**src/rtl/pxaa_pkg.sv**
```systemverilog
// Shared types, constants and helpers of the pixel alpha adjust block.
`default_nettype none

package pxaa_pkg;

   // alpha scaling: 4096 is opaque
   localparam int ALPHA_SHIFT = 12;
   localparam logic [12:0] ALPHA_ONE = 13'h1000;

   // configuration bus geometry
   localparam int CSR_ADDR_W = 5;
   localparam int CSR_DATA_W = 32;

   // stream word widths
   localparam int REQ_DATA_W = 64;
   localparam int RSP_DATA_W = 64;

   typedef enum logic [2:0] {
      MODE_ADD       = 3'd0,
      MODE_SUBTRACT  = 3'd1,
      MODE_MULTIPLY  = 3'd2,
      MODE_SCREEN    = 3'd3,
      MODE_OVERWRITE = 3'd4
   } blend_mode_type;

   typedef enum logic [2:0] {
      CSR_BLEND_MODE     = 3'd0,
      CSR_AMOUNT         = 3'd1,
      CSR_THRESHOLD_HIGH = 3'd2,
      CSR_THRESHOLD_LOW  = 3'd3,
      CSR_FILL_ENABLE    = 3'd4,
      CSR_FILL_Y         = 3'd5,
      CSR_FILL_CB        = 3'd6,
      CSR_FILL_CR        = 3'd7
   } csr_index_type;

   typedef struct packed {
      logic [2:0]         blend_mode;
      logic [13:0]        amount;
      logic [12:0]        threshold_high;
      logic [12:0]        threshold_low;
      logic               fill_enable;
      logic signed [15:0] fill_y;
      logic signed [15:0] fill_cb;
      logic signed [15:0] fill_cr;
   } cfg_type;

   typedef struct packed {
      logic signed [15:0] y;
      logic signed [15:0] cb;
      logic signed [15:0] cr;
      logic [12:0]        alpha;
   } pixel_type;

   // after the window check
   typedef struct packed {
      pixel_type      pix;
      logic [13:0]    amount;
      blend_mode_type mode;
      logic           adjust;
   } s1_type;

   // after the arithmetic stage
   typedef struct packed {
      pixel_type      pix;
      logic [13:0]    amount;
      blend_mode_type mode;
      logic           adjust;
      logic [14:0]    product;
      logic [14:0]    sum;
      logic [12:0]    diff;
   } s2_type;

   // limit a 15-bit alpha value to 0..4096
   function automatic logic [12:0] clamp_alpha(input logic [14:0] x);
      logic [12:0] r;
      if (x > {2'b00, ALPHA_ONE}) begin
         r = ALPHA_ONE;
      end else begin
         r = x[12:0];
      end
      return r;
   endfunction

endpackage

`default_nettype wire

```
**src/rtl/pixel_alpha_adjust.sv**
```systemverilog
// Throughput: one word per cycle unless rsp_tready holds the output; an accepted req word
// passes three register stages (window check, multiplier, clamp and select) to the rsp
// output register, each stage with its own valid bit, so bubbles close up under stalls.
// Reset: synchronous, active high; clears all stage valid bits and loads the
// register defaults (add mode, amount 2048, window 0..4096, fill off, fill colour 0).
`default_nettype none

module pixel_alpha_adjust (
   input  wire logic                               clock,
   input  wire logic                               reset,
   // APB-style configuration port
   input  wire logic                               csr_psel,
   input  wire logic                               csr_penable,
   input  wire logic                               csr_pwrite,
   input  wire logic [pxaa_pkg::CSR_ADDR_W-1:0]    csr_paddr,
   input  wire logic [pxaa_pkg::CSR_DATA_W-1:0]    csr_pwdata,
   output logic      [pxaa_pkg::CSR_DATA_W-1:0]    csr_prdata,
   output logic                                    csr_pready,
   // input words
   input  wire logic                               req_tvalid,
   output logic                                    req_tready,
   // pixel_y[15:0], pixel_cb[31:16], pixel_cr[47:32], pixel_alpha[60:48], zero[63:61]
   input  wire logic [pxaa_pkg::REQ_DATA_W-1:0]    req_tdata,
   // result words
   output logic                                    rsp_tvalid,
   input  wire logic                               rsp_tready,
   // out_y[15:0], out_cb[31:16], out_cr[47:32], out_alpha[60:48], zero[63:61]
   output logic      [pxaa_pkg::RSP_DATA_W-1:0]    rsp_tdata
);

   pxaa_pkg::cfg_type   cfg;
   pxaa_pkg::pixel_type req_pix;
   pxaa_pkg::pixel_type rsp_pix;
   pxaa_pkg::s1_type    s1_data;
   pxaa_pkg::s2_type    s2_data;
   logic                s1_valid;
   logic                s1_ready;
   logic                s2_valid;
   logic                s2_ready;

   // unpack the input word
   assign req_pix.y     = req_tdata[15:0];
   assign req_pix.cb    = req_tdata[31:16];
   assign req_pix.cr    = req_tdata[47:32];
   assign req_pix.alpha = req_tdata[60:48];

   pxaa_csr u_csr (
      .clock       (clock),
      .reset       (reset),
      .csr_psel    (csr_psel),
      .csr_penable (csr_penable),
      .csr_pwrite  (csr_pwrite),
      .csr_paddr   (csr_paddr),
      .csr_pwdata  (csr_pwdata),
      .csr_prdata  (csr_prdata),
      .csr_pready  (csr_pready),
      .cfg         (cfg)
   );

   pxaa_window u_window (
      .clock     (clock),
      .reset     (reset),
      .cfg       (cfg),
      .in_valid  (req_tvalid),
      .in_ready  (req_tready),
      .in_pix    (req_pix),
      .out_valid (s1_valid),
      .out_ready (s1_ready),
      .out_data  (s1_data)
   );

   pxaa_blend u_blend (
      .clock     (clock),
      .reset     (reset),
      .in_valid  (s1_valid),
      .in_ready  (s1_ready),
      .in_data   (s1_data),
      .out_valid (s2_valid),
      .out_ready (s2_ready),
      .out_data  (s2_data)
   );

   pxaa_clamp u_clamp (
      .clock     (clock),
      .reset     (reset),
      .in_valid  (s2_valid),
      .in_ready  (s2_ready),
      .in_data   (s2_data),
      .out_valid (rsp_tvalid),
      .out_ready (rsp_tready),
      .out_pix   (rsp_pix)
   );

   // pack the result word
   assign rsp_tdata = {3'b000, rsp_pix.alpha, rsp_pix.cr, rsp_pix.cb, rsp_pix.y};

endmodule

`default_nettype wire

```
**src/rtl/pxaa_csr.sv**
```systemverilog
// Configuration register file with an APB-style access port.
`default_nettype none

module pxaa_csr (
   input  wire logic                              clock,
   input  wire logic                              reset,
   input  wire logic                              csr_psel,
   input  wire logic                              csr_penable,
   input  wire logic                              csr_pwrite,
   input  wire logic [pxaa_pkg::CSR_ADDR_W-1:0]   csr_paddr,
   input  wire logic [pxaa_pkg::CSR_DATA_W-1:0]   csr_pwdata,
   output logic      [pxaa_pkg::CSR_DATA_W-1:0]   csr_prdata,
   output logic                                   csr_pready,
   output pxaa_pkg::cfg_type                      cfg
);

   pxaa_pkg::cfg_type       cfg_ff;
   pxaa_pkg::cfg_type       cfg_in;
   pxaa_pkg::csr_index_type index;
   logic                    write_en;

   assign csr_pready = 1'b1;
   assign index      = pxaa_pkg::csr_index_type'(csr_paddr[4:2]);
   assign write_en   = csr_psel & csr_penable & csr_pwrite & csr_pready;
   assign cfg        = cfg_ff;

   // register update on the access cycle of a write
   always_comb begin
      cfg_in = cfg_ff;
      if (write_en) begin
         case (index)
            pxaa_pkg::CSR_BLEND_MODE:     cfg_in.blend_mode     = csr_pwdata[2:0];
            pxaa_pkg::CSR_AMOUNT:         cfg_in.amount         = csr_pwdata[13:0];
            pxaa_pkg::CSR_THRESHOLD_HIGH: cfg_in.threshold_high = csr_pwdata[12:0];
            pxaa_pkg::CSR_THRESHOLD_LOW:  cfg_in.threshold_low  = csr_pwdata[12:0];
            pxaa_pkg::CSR_FILL_ENABLE:    cfg_in.fill_enable    = csr_pwdata[0];
            pxaa_pkg::CSR_FILL_Y:         cfg_in.fill_y         = csr_pwdata[15:0];
            pxaa_pkg::CSR_FILL_CB:        cfg_in.fill_cb        = csr_pwdata[15:0];
            pxaa_pkg::CSR_FILL_CR:        cfg_in.fill_cr        = csr_pwdata[15:0];
            default: ;
         endcase
      end
   end

   always_ff @(posedge clock) begin
      if (reset) begin
         cfg_ff.blend_mode     <= 3'(pxaa_pkg::MODE_ADD);
         cfg_ff.amount         <= 14'd2048;
         cfg_ff.threshold_high <= pxaa_pkg::ALPHA_ONE;
         cfg_ff.threshold_low  <= 13'd0;
         cfg_ff.fill_enable    <= 1'b0;
         cfg_ff.fill_y         <= 16'sd0;
         cfg_ff.fill_cb        <= 16'sd0;
         cfg_ff.fill_cr        <= 16'sd0;
      end else begin
         cfg_ff <= cfg_in;
      end
   end

   // read back, zero extended
   always_comb begin
      case (index)
         pxaa_pkg::CSR_BLEND_MODE:     csr_prdata = 32'(cfg_ff.blend_mode);
         pxaa_pkg::CSR_AMOUNT:         csr_prdata = 32'(cfg_ff.amount);
         pxaa_pkg::CSR_THRESHOLD_HIGH: csr_prdata = 32'(cfg_ff.threshold_high);
         pxaa_pkg::CSR_THRESHOLD_LOW:  csr_prdata = 32'(cfg_ff.threshold_low);
         pxaa_pkg::CSR_FILL_ENABLE:    csr_prdata = 32'(cfg_ff.fill_enable);
         pxaa_pkg::CSR_FILL_Y:         csr_prdata = {16'h0000, cfg_ff.fill_y};
         pxaa_pkg::CSR_FILL_CB:        csr_prdata = {16'h0000, cfg_ff.fill_cb};
         pxaa_pkg::CSR_FILL_CR:        csr_prdata = {16'h0000, cfg_ff.fill_cr};
         default:                      csr_prdata = '0;
      endcase
   end

endmodule

`default_nettype wire

```
**src/rtl/pxaa_window.sv**
```systemverilog
// Stage one: window check, mode decode and fill colour substitution.
`default_nettype none

module pxaa_window (
   input  wire logic         clock,
   input  wire logic         reset,
   input  wire pxaa_pkg::cfg_type cfg,
   input  wire logic         in_valid,
   output logic              in_ready,
   input  wire pxaa_pkg::pixel_type in_pix,
   output logic              out_valid,
   input  wire logic         out_ready,
   output pxaa_pkg::s1_type  out_data
);

   logic                     valid_ff;
   logic                     valid_in;
   pxaa_pkg::s1_type         data_ff;
   pxaa_pkg::s1_type         data_in;
   logic [12:0]              hi;
   logic [12:0]              lo;
   logic                     active;
   logic                     fill;
   logic [13:0]              v;
   pxaa_pkg::blend_mode_type mode;
   logic                     adjust;

   assign in_ready = ~valid_ff | out_ready;
   assign mode     = pxaa_pkg::blend_mode_type'(cfg.blend_mode);

   // clamp thresholds to opaque
   assign hi = (cfg.threshold_high > pxaa_pkg::ALPHA_ONE) ? pxaa_pkg::ALPHA_ONE
                                                           : cfg.threshold_high;
   assign lo = (cfg.threshold_low > pxaa_pkg::ALPHA_ONE) ? pxaa_pkg::ALPHA_ONE
                                                          : cfg.threshold_low;

   // per-mode neutral amounts, overwrite amount limit and fill qualification
   always_comb begin
      active = (hi >= lo);
      fill   = cfg.fill_enable & (lo == 13'd0);
      v      = cfg.amount;
      case (mode)
         pxaa_pkg::MODE_ADD: begin
            if (v == 14'd0) active = 1'b0;
         end
         pxaa_pkg::MODE_SUBTRACT: begin
            if (v == 14'd0) active = 1'b0;
            fill = 1'b0;
         end
         pxaa_pkg::MODE_MULTIPLY: begin
            if (v == {1'b0, pxaa_pkg::ALPHA_ONE}) active = 1'b0;
            fill = 1'b0;
         end
         pxaa_pkg::MODE_SCREEN: begin
            if (v == 14'd0) active = 1'b0;
         end
         pxaa_pkg::MODE_OVERWRITE: begin
            if (v > {1'b0, pxaa_pkg::ALPHA_ONE}) v = {1'b0, pxaa_pkg::ALPHA_ONE};
         end
         default: begin
            active = 1'b0;
         end
      endcase
   end

   assign adjust = active & (in_pix.alpha >= lo) & (in_pix.alpha <= hi);

   // build the stage word
   always_comb begin
      data_in.pix    = in_pix;
      data_in.amount = v;
      data_in.mode   = mode;
      data_in.adjust = adjust;
      if (adjust & fill & (in_pix.alpha == 13'd0)) begin
         data_in.pix.y  = cfg.fill_y;
         data_in.pix.cb = cfg.fill_cb;
         data_in.pix.cr = cfg.fill_cr;
      end
   end

   assign valid_in = in_ready ? in_valid : valid_ff;

   always_ff @(posedge clock) begin
      if (reset) begin
         valid_ff <= 1'b0;
      end else begin
         valid_ff <= valid_in;
      end
   end

   always_ff @(posedge clock) begin
      if (in_ready & in_valid) begin
         data_ff <= data_in;
      end
   end

   assign out_valid = valid_ff;
   assign out_data  = data_ff;

endmodule

`default_nettype wire

```
**src/rtl/pxaa_blend.sv**
```systemverilog
// Stage two: product, sum and saturating difference of alpha and amount.
`default_nettype none

module pxaa_blend (
   input  wire logic        clock,
   input  wire logic        reset,
   input  wire logic        in_valid,
   output logic             in_ready,
   input  wire pxaa_pkg::s1_type in_data,
   output logic             out_valid,
   input  wire logic        out_ready,
   output pxaa_pkg::s2_type out_data
);

   logic             valid_ff;
   logic             valid_in;
   pxaa_pkg::s2_type data_ff;
   pxaa_pkg::s2_type data_in;
   logic [26:0]      product_full;
   logic [13:0]      diff_full;

   assign in_ready = ~valid_ff | out_ready;

   // a*v fits in 27 bits; keep the part above the scaling shift
   assign product_full = 27'(in_data.pix.alpha) * 27'(in_data.amount);
   assign diff_full    = {1'b0, in_data.pix.alpha} - in_data.amount;

   always_comb begin
      data_in.pix     = in_data.pix;
      data_in.amount  = in_data.amount;
      data_in.mode    = in_data.mode;
      data_in.adjust  = in_data.adjust;
      data_in.product = product_full[26:pxaa_pkg::ALPHA_SHIFT];
      data_in.sum     = 15'(in_data.pix.alpha) + 15'(in_data.amount);
      data_in.diff    = ({1'b0, in_data.pix.alpha} > in_data.amount) ? diff_full[12:0]
                                                                     : 13'd0;
   end

   assign valid_in = in_ready ? in_valid : valid_ff;

   always_ff @(posedge clock) begin
      if (reset) begin
         valid_ff <= 1'b0;
      end else begin
         valid_ff <= valid_in;
      end
   end

   always_ff @(posedge clock) begin
      if (in_ready & in_valid) begin
         data_ff <= data_in;
      end
   end

   assign out_valid = valid_ff;
   assign out_data  = data_ff;

endmodule

`default_nettype wire

```
**src/rtl/pxaa_clamp.sv**
```systemverilog
// Stage three: mode select, clamp to 0..4096 in add, multiply and screen modes, and the output register.
`default_nettype none

module pxaa_clamp (
   input  wire logic          clock,
   input  wire logic          reset,
   input  wire logic          in_valid,
   output logic               in_ready,
   input  wire pxaa_pkg::s2_type in_data,
   output logic               out_valid,
   input  wire logic          out_ready,
   output pxaa_pkg::pixel_type out_pix
);

   logic                valid_ff;
   logic                valid_in;
   pxaa_pkg::pixel_type data_ff;
   pxaa_pkg::pixel_type data_in;
   logic [14:0]         screen;

   assign in_ready = ~valid_ff | out_ready;

   // product never exceeds the amount here, so no underflow
   assign screen = in_data.sum - in_data.product;

   always_comb begin
      data_in = in_data.pix;
      if (in_data.adjust) begin
         case (in_data.mode)
            pxaa_pkg::MODE_ADD:      data_in.alpha = pxaa_pkg::clamp_alpha(in_data.sum);
            pxaa_pkg::MODE_SUBTRACT: data_in.alpha = in_data.diff;
            pxaa_pkg::MODE_MULTIPLY: data_in.alpha = pxaa_pkg::clamp_alpha(in_data.product);
            pxaa_pkg::MODE_SCREEN:   data_in.alpha = pxaa_pkg::clamp_alpha(screen);
            default:                 data_in.alpha = in_data.amount[12:0];
         endcase
      end
   end

   assign valid_in = in_ready ? in_valid : valid_ff;

   always_ff @(posedge clock) begin
      if (reset) begin
         valid_ff <= 1'b0;
      end else begin
         valid_ff <= valid_in;
      end
   end

   always_ff @(posedge clock) begin
      if (in_ready & in_valid) begin
         data_ff <= data_in;
      end
   end

   assign out_valid = valid_ff;
   assign out_pix   = data_ff;

endmodule

`default_nettype wire
```
**config.mk**
```make
export PLATFORM = sky130hd
export DESIGN_NAME = pixel_alpha_adjust
export DESIGN_NICKNAME = d
export VERILOG_FILES = /design/src/rtl/pxaa_pkg.sv /design/src/rtl/pixel_alpha_adjust.sv /design/src/rtl/pxaa_csr.sv /design/src/rtl/pxaa_window.sv /design/src/rtl/pxaa_blend.sv /design/src/rtl/pxaa_clamp.sv
export SDC_FILE = /design/constraint.sdc
export NUM_CORES = 1
export LEC_CHECK = 0
export ABC_CLOCK_PERIOD_IN_PS = 29900
export BUFFER_PORTS_ARGS = -buffer_cell sky130_fd_sc_hd__buf_2
export CAP_MARGIN = 20
export CORE_UTILIZATION = 60
export DETAILED_ROUTE_END_ITERATION = 10
export HOLD_SLACK_MARGIN = 0.15
export PLACE_DENSITY = 0.85
export REMOVE_ABC_BUFFERS = 1
export SLEW_MARGIN = 20
export SYNTH_ARGS = -nofsm -noshare
export SYNTH_HDL_FRONTEND = slang
export SYNTH_SLANG_ARGS = --single-unit
export TNS_END_PERCENT = 5
```
**constraint.sdc**
```tcl
create_clock -name clock -period 29.9 [get_ports clock]
set_input_delay 1.495 -clock clock [delete_from_list [all_inputs] [get_ports clock]]
set_output_delay 1.495 -clock clock [all_outputs]
set_load 0.05 [all_outputs]
```
==> flow_summary.toml <==
[synth]
ys_types = 79
synth_flop_cell = "edfxtp_1"
synth_most_common_cell = "nand2_1"
ys_top_cells_by_count = "285 x nand2_1, 261 x edfxtp_1, 216 x inv_1, 147 x ha_1, 134 x fa_1"
synth_edf_count = 261
netlist_top_cells_area = "edfxtp_1 35%, fa_1 12%, dfxtp_1 8.6%"
syn_area_um2 = 22190
synth_top_cell_area_share_pct = 35.33
synth_area_leader_cell = "edfxtp_1"
synth_area_per_cell_um2 = 10.84
synth-seq-cells = 356
ys_async_sr_fraction_pct = 0
synth_cells = 2047
yosysWarnings = 0
yosysSeqAreaShare_pct = 43.90

[detailed_routing]
wirelength_mm = 54.23
drt-initial-drc-count = 1433
ant_nets = 0
via_count = 15980
route.detailed.drc = 0
wire_per_inst_um = 20.27
firstDrtPassIters = 6
via_per_inst = 5.974

[grt]
grt_pass1_vias = 16190
antenna_found_initial = 4
overflow = 0
groute.usage.overall_pct = 28.91
grt_pass1_wl_mm = 85.69
grt_start_max_net_pins = 96

[sta]
min_period_ps = 6415
grt_setup_unrepaired = "no"
tns_ps = 0
skew_ps = 18.57
final_max_slew_viol_count = 0
slew_headroom_pct = 27.07
setup_viol = 0
timing.final.crit_share_pct = 21.46
worst_pin_slew_ps = 1091
hold_violations = 0
hold_ws_ps = 414.2
fmax_mhz = 155.9

[placement]
dp.cells = 2604
portBuffers = 165
gp_congestion = 0.9348
placed_cell_area_um2 = 23330
hpwl_mm = 39.72

[clock_network]
cts.clk_slew.worst_paths_ps = 70
holdBufCountCts = 0
cts_tree = "yes"
cts_made_buffers = 37
cts_root_buf = "clkbuf_16"
clkLatencyLatePin_ps = 540
cts_sinks = 356
cts_resized = 0
cts_setup_buffers = 0
clock_path_buffers = 3
htree_levels = 2

[cells_and_area]
nNetsFinal = 2565
multi_input_area_um2 = 11220
fin_cells = 2675
synthToLayoutAreaGrowth_pct = 10.80
stdcell_area_um2 = 24580
seqCellArea_um2 = 9739
nFillCells = 2616
drive_gt1_share_pct = 14.88

[worst_setup_path]
cp_top_family = "adder cells"
worstPathCellList = "inv_1 -> nor2_1 -> fa_1 -> inv_1 -> fa_1 -> inv_1 -> fa_1 -> fa_1 -> inv_1 -> fa_1 -> inv_1 -> ha_1 -> a21oi_1 -> o21ai_0 -> or4b_1 -> a32o_1 -> a31oi_1 -> a21oi_1 -> a21oi_1 -> xnor2_1"
crit_type = "register to register"
start_kind = "register"
endpoint_kind = "register"
worstReg2RegStart = "u_window.out_data[19]$_DFFE_PP_"
cp_num_buf_inv = 5
cp-startpoint = "u_window.out_data[19]$_DFFE_PP_"
required_ps = 30180
max_stage_delay_ps = 590
critPathMaxFanout = 12
slowest_stage = "edfxtp_1"
arrival_ps = 6690

[floorplanning]
core_area_um2 = 36520
rows = 70
fp.dieH_um = 194.3
die_w_um = 194.3
ioPinCount = 207
start_util_pct = 60.74
die_area_um2 = 37750

[worst_hold_path]
hp-start = "u_window.out_data[66]$_DFFE_PP_"
worstHoldPathType = "register to register"

[power]
fin_total_pwr_mw = 1.632
p_leak_nw = 10.28
ir_drop_mv = 0.04875
power_density_nw_per_um2 = 66.40

[run]
cap_violations = 0

[outcome]
outcome = "finished clean"
layer usage:
layer	wire length, um	share of wire (%)	track usage [%]
met1	21620	40	38.02
met2	26580	49	48.77
met3	4399	8.1	4.650
met4	1608	3.0	10.17
met5	25	0.046	0
worst register-to-register path: stages, from the launching register on:
cell,delay (ps)
edfxtp_1,590
inv_1,440
nor2_1,140
fa_1,560
inv_1,50
fa_1,470
inv_1,60
fa_1,490
fa_1,550
inv_1,50
fa_1,470
inv_1,40
ha_1,320
a21oi_1,160
o21ai_0,210
or4b_1,550
a32o_1,270
a31oi_1,250
a21oi_1,170
a21oi_1,220
xnor2_1,80
registers in the layout, summed over array words and instances (netlist names):
signal	cells
u_csr.cfg	92
u_window.out_valid	1
u_clamp.out_pix	61
u_window.out_data	79
u_clamp.out_valid	1
u_blend.out_data	121
u_blend.out_valid	1
final timing paths:
path | end | slack, ps | cells past startpoint
worst max-delay path | u_blend.out_data[42]$_DFFE_PP_ | 23480 | 20
worst min-delay path | u_blend.out_data[109]$_DFFE_PP_ | 410 | 0
worst max register to register | u_blend.out_data[42]$_DFFE_PP_ | 23480 | 20
worst min register to register | u_blend.out_data[109]$_DFFE_PP_ | 410 | 0
per-stage QoR:
step / setup WS (ps) / utilization, %
6_report: 23480 / 67.30
5_1_grt: 23220 / 67.30
3_5_place_dp: 23510 / 63.87
2_1_floorplan: 18780 / -
3_3_place_gp: 23610 / 63.87
4_1_cts: 23470 / 67.21
area by class of cell:
class                   instances  share of cell area, %
diodes                          2                0.02036
clock buffers                  52                  4.245
clock inverters                16                 0.7177
inverters                     217                  3.314
multi-input cells            1379                  45.65
flip-flops and latches        356                  39.62
well taps                     468                  2.382
repair buffers                185                  4.052
report_power, final:
part / internal [mW] / switching [mW] / total (mW)
registers: 0.583 / 0.0280 / 0.611
clock network: 0.265 / 0.193 / 0.458
logic: 0.223 / 0.340 / 0.563
total: 1.07 / 0.561 / 1.63
kinds of logic after synthesis:
family	Yosys count	synth area share [%]
and+or+nand+nor	612	12.86
AOI/OAI and AO/OA	320	9.633
buffers and inverters	330	6.074
other	2	0.03385
xor gates and xnor gates	42	1.658
adders and majority gates	281	20.38
muxes	104	5.459
DFF	356	43.90
layout by cell type (no fill, tap or decap), drive strengths merged, types with 11 or more instances in the layout:
cell | Yosys | routed
a211oi | 13 | 13
clkinv | 0 | 11
nor3 | 26 | 26
o21ai | 45 | 45
buf | 39 | 185
nand2 | 285 | 285
clkbuf | 74 | 52
nor4 | 19 | 19
and2 | 83 | 83
conb | 2 | 20
a221o | 11 | 11
a221oi | 14 | 14
dfxtp | 95 | 95
a21o | 11 | 11
edfxtp | 261 | 261
o21a | 12 | 12
inv | 217 | 220
a22oi | 11 | 11
nor2b | 18 | 18
ha | 147 | 147
nand3 | 18 | 18
xnor2 | 21 | 21
nand4 | 12 | 12
a21oi | 126 | 126
xor2 | 21 | 21
nand2b | 12 | 12
mux2 | 66 | 66
mux2i | 37 | 37
nor2 | 103 | 103
fa | 134 | 134
Note: power is estimated with default switching activity, not from simulation.
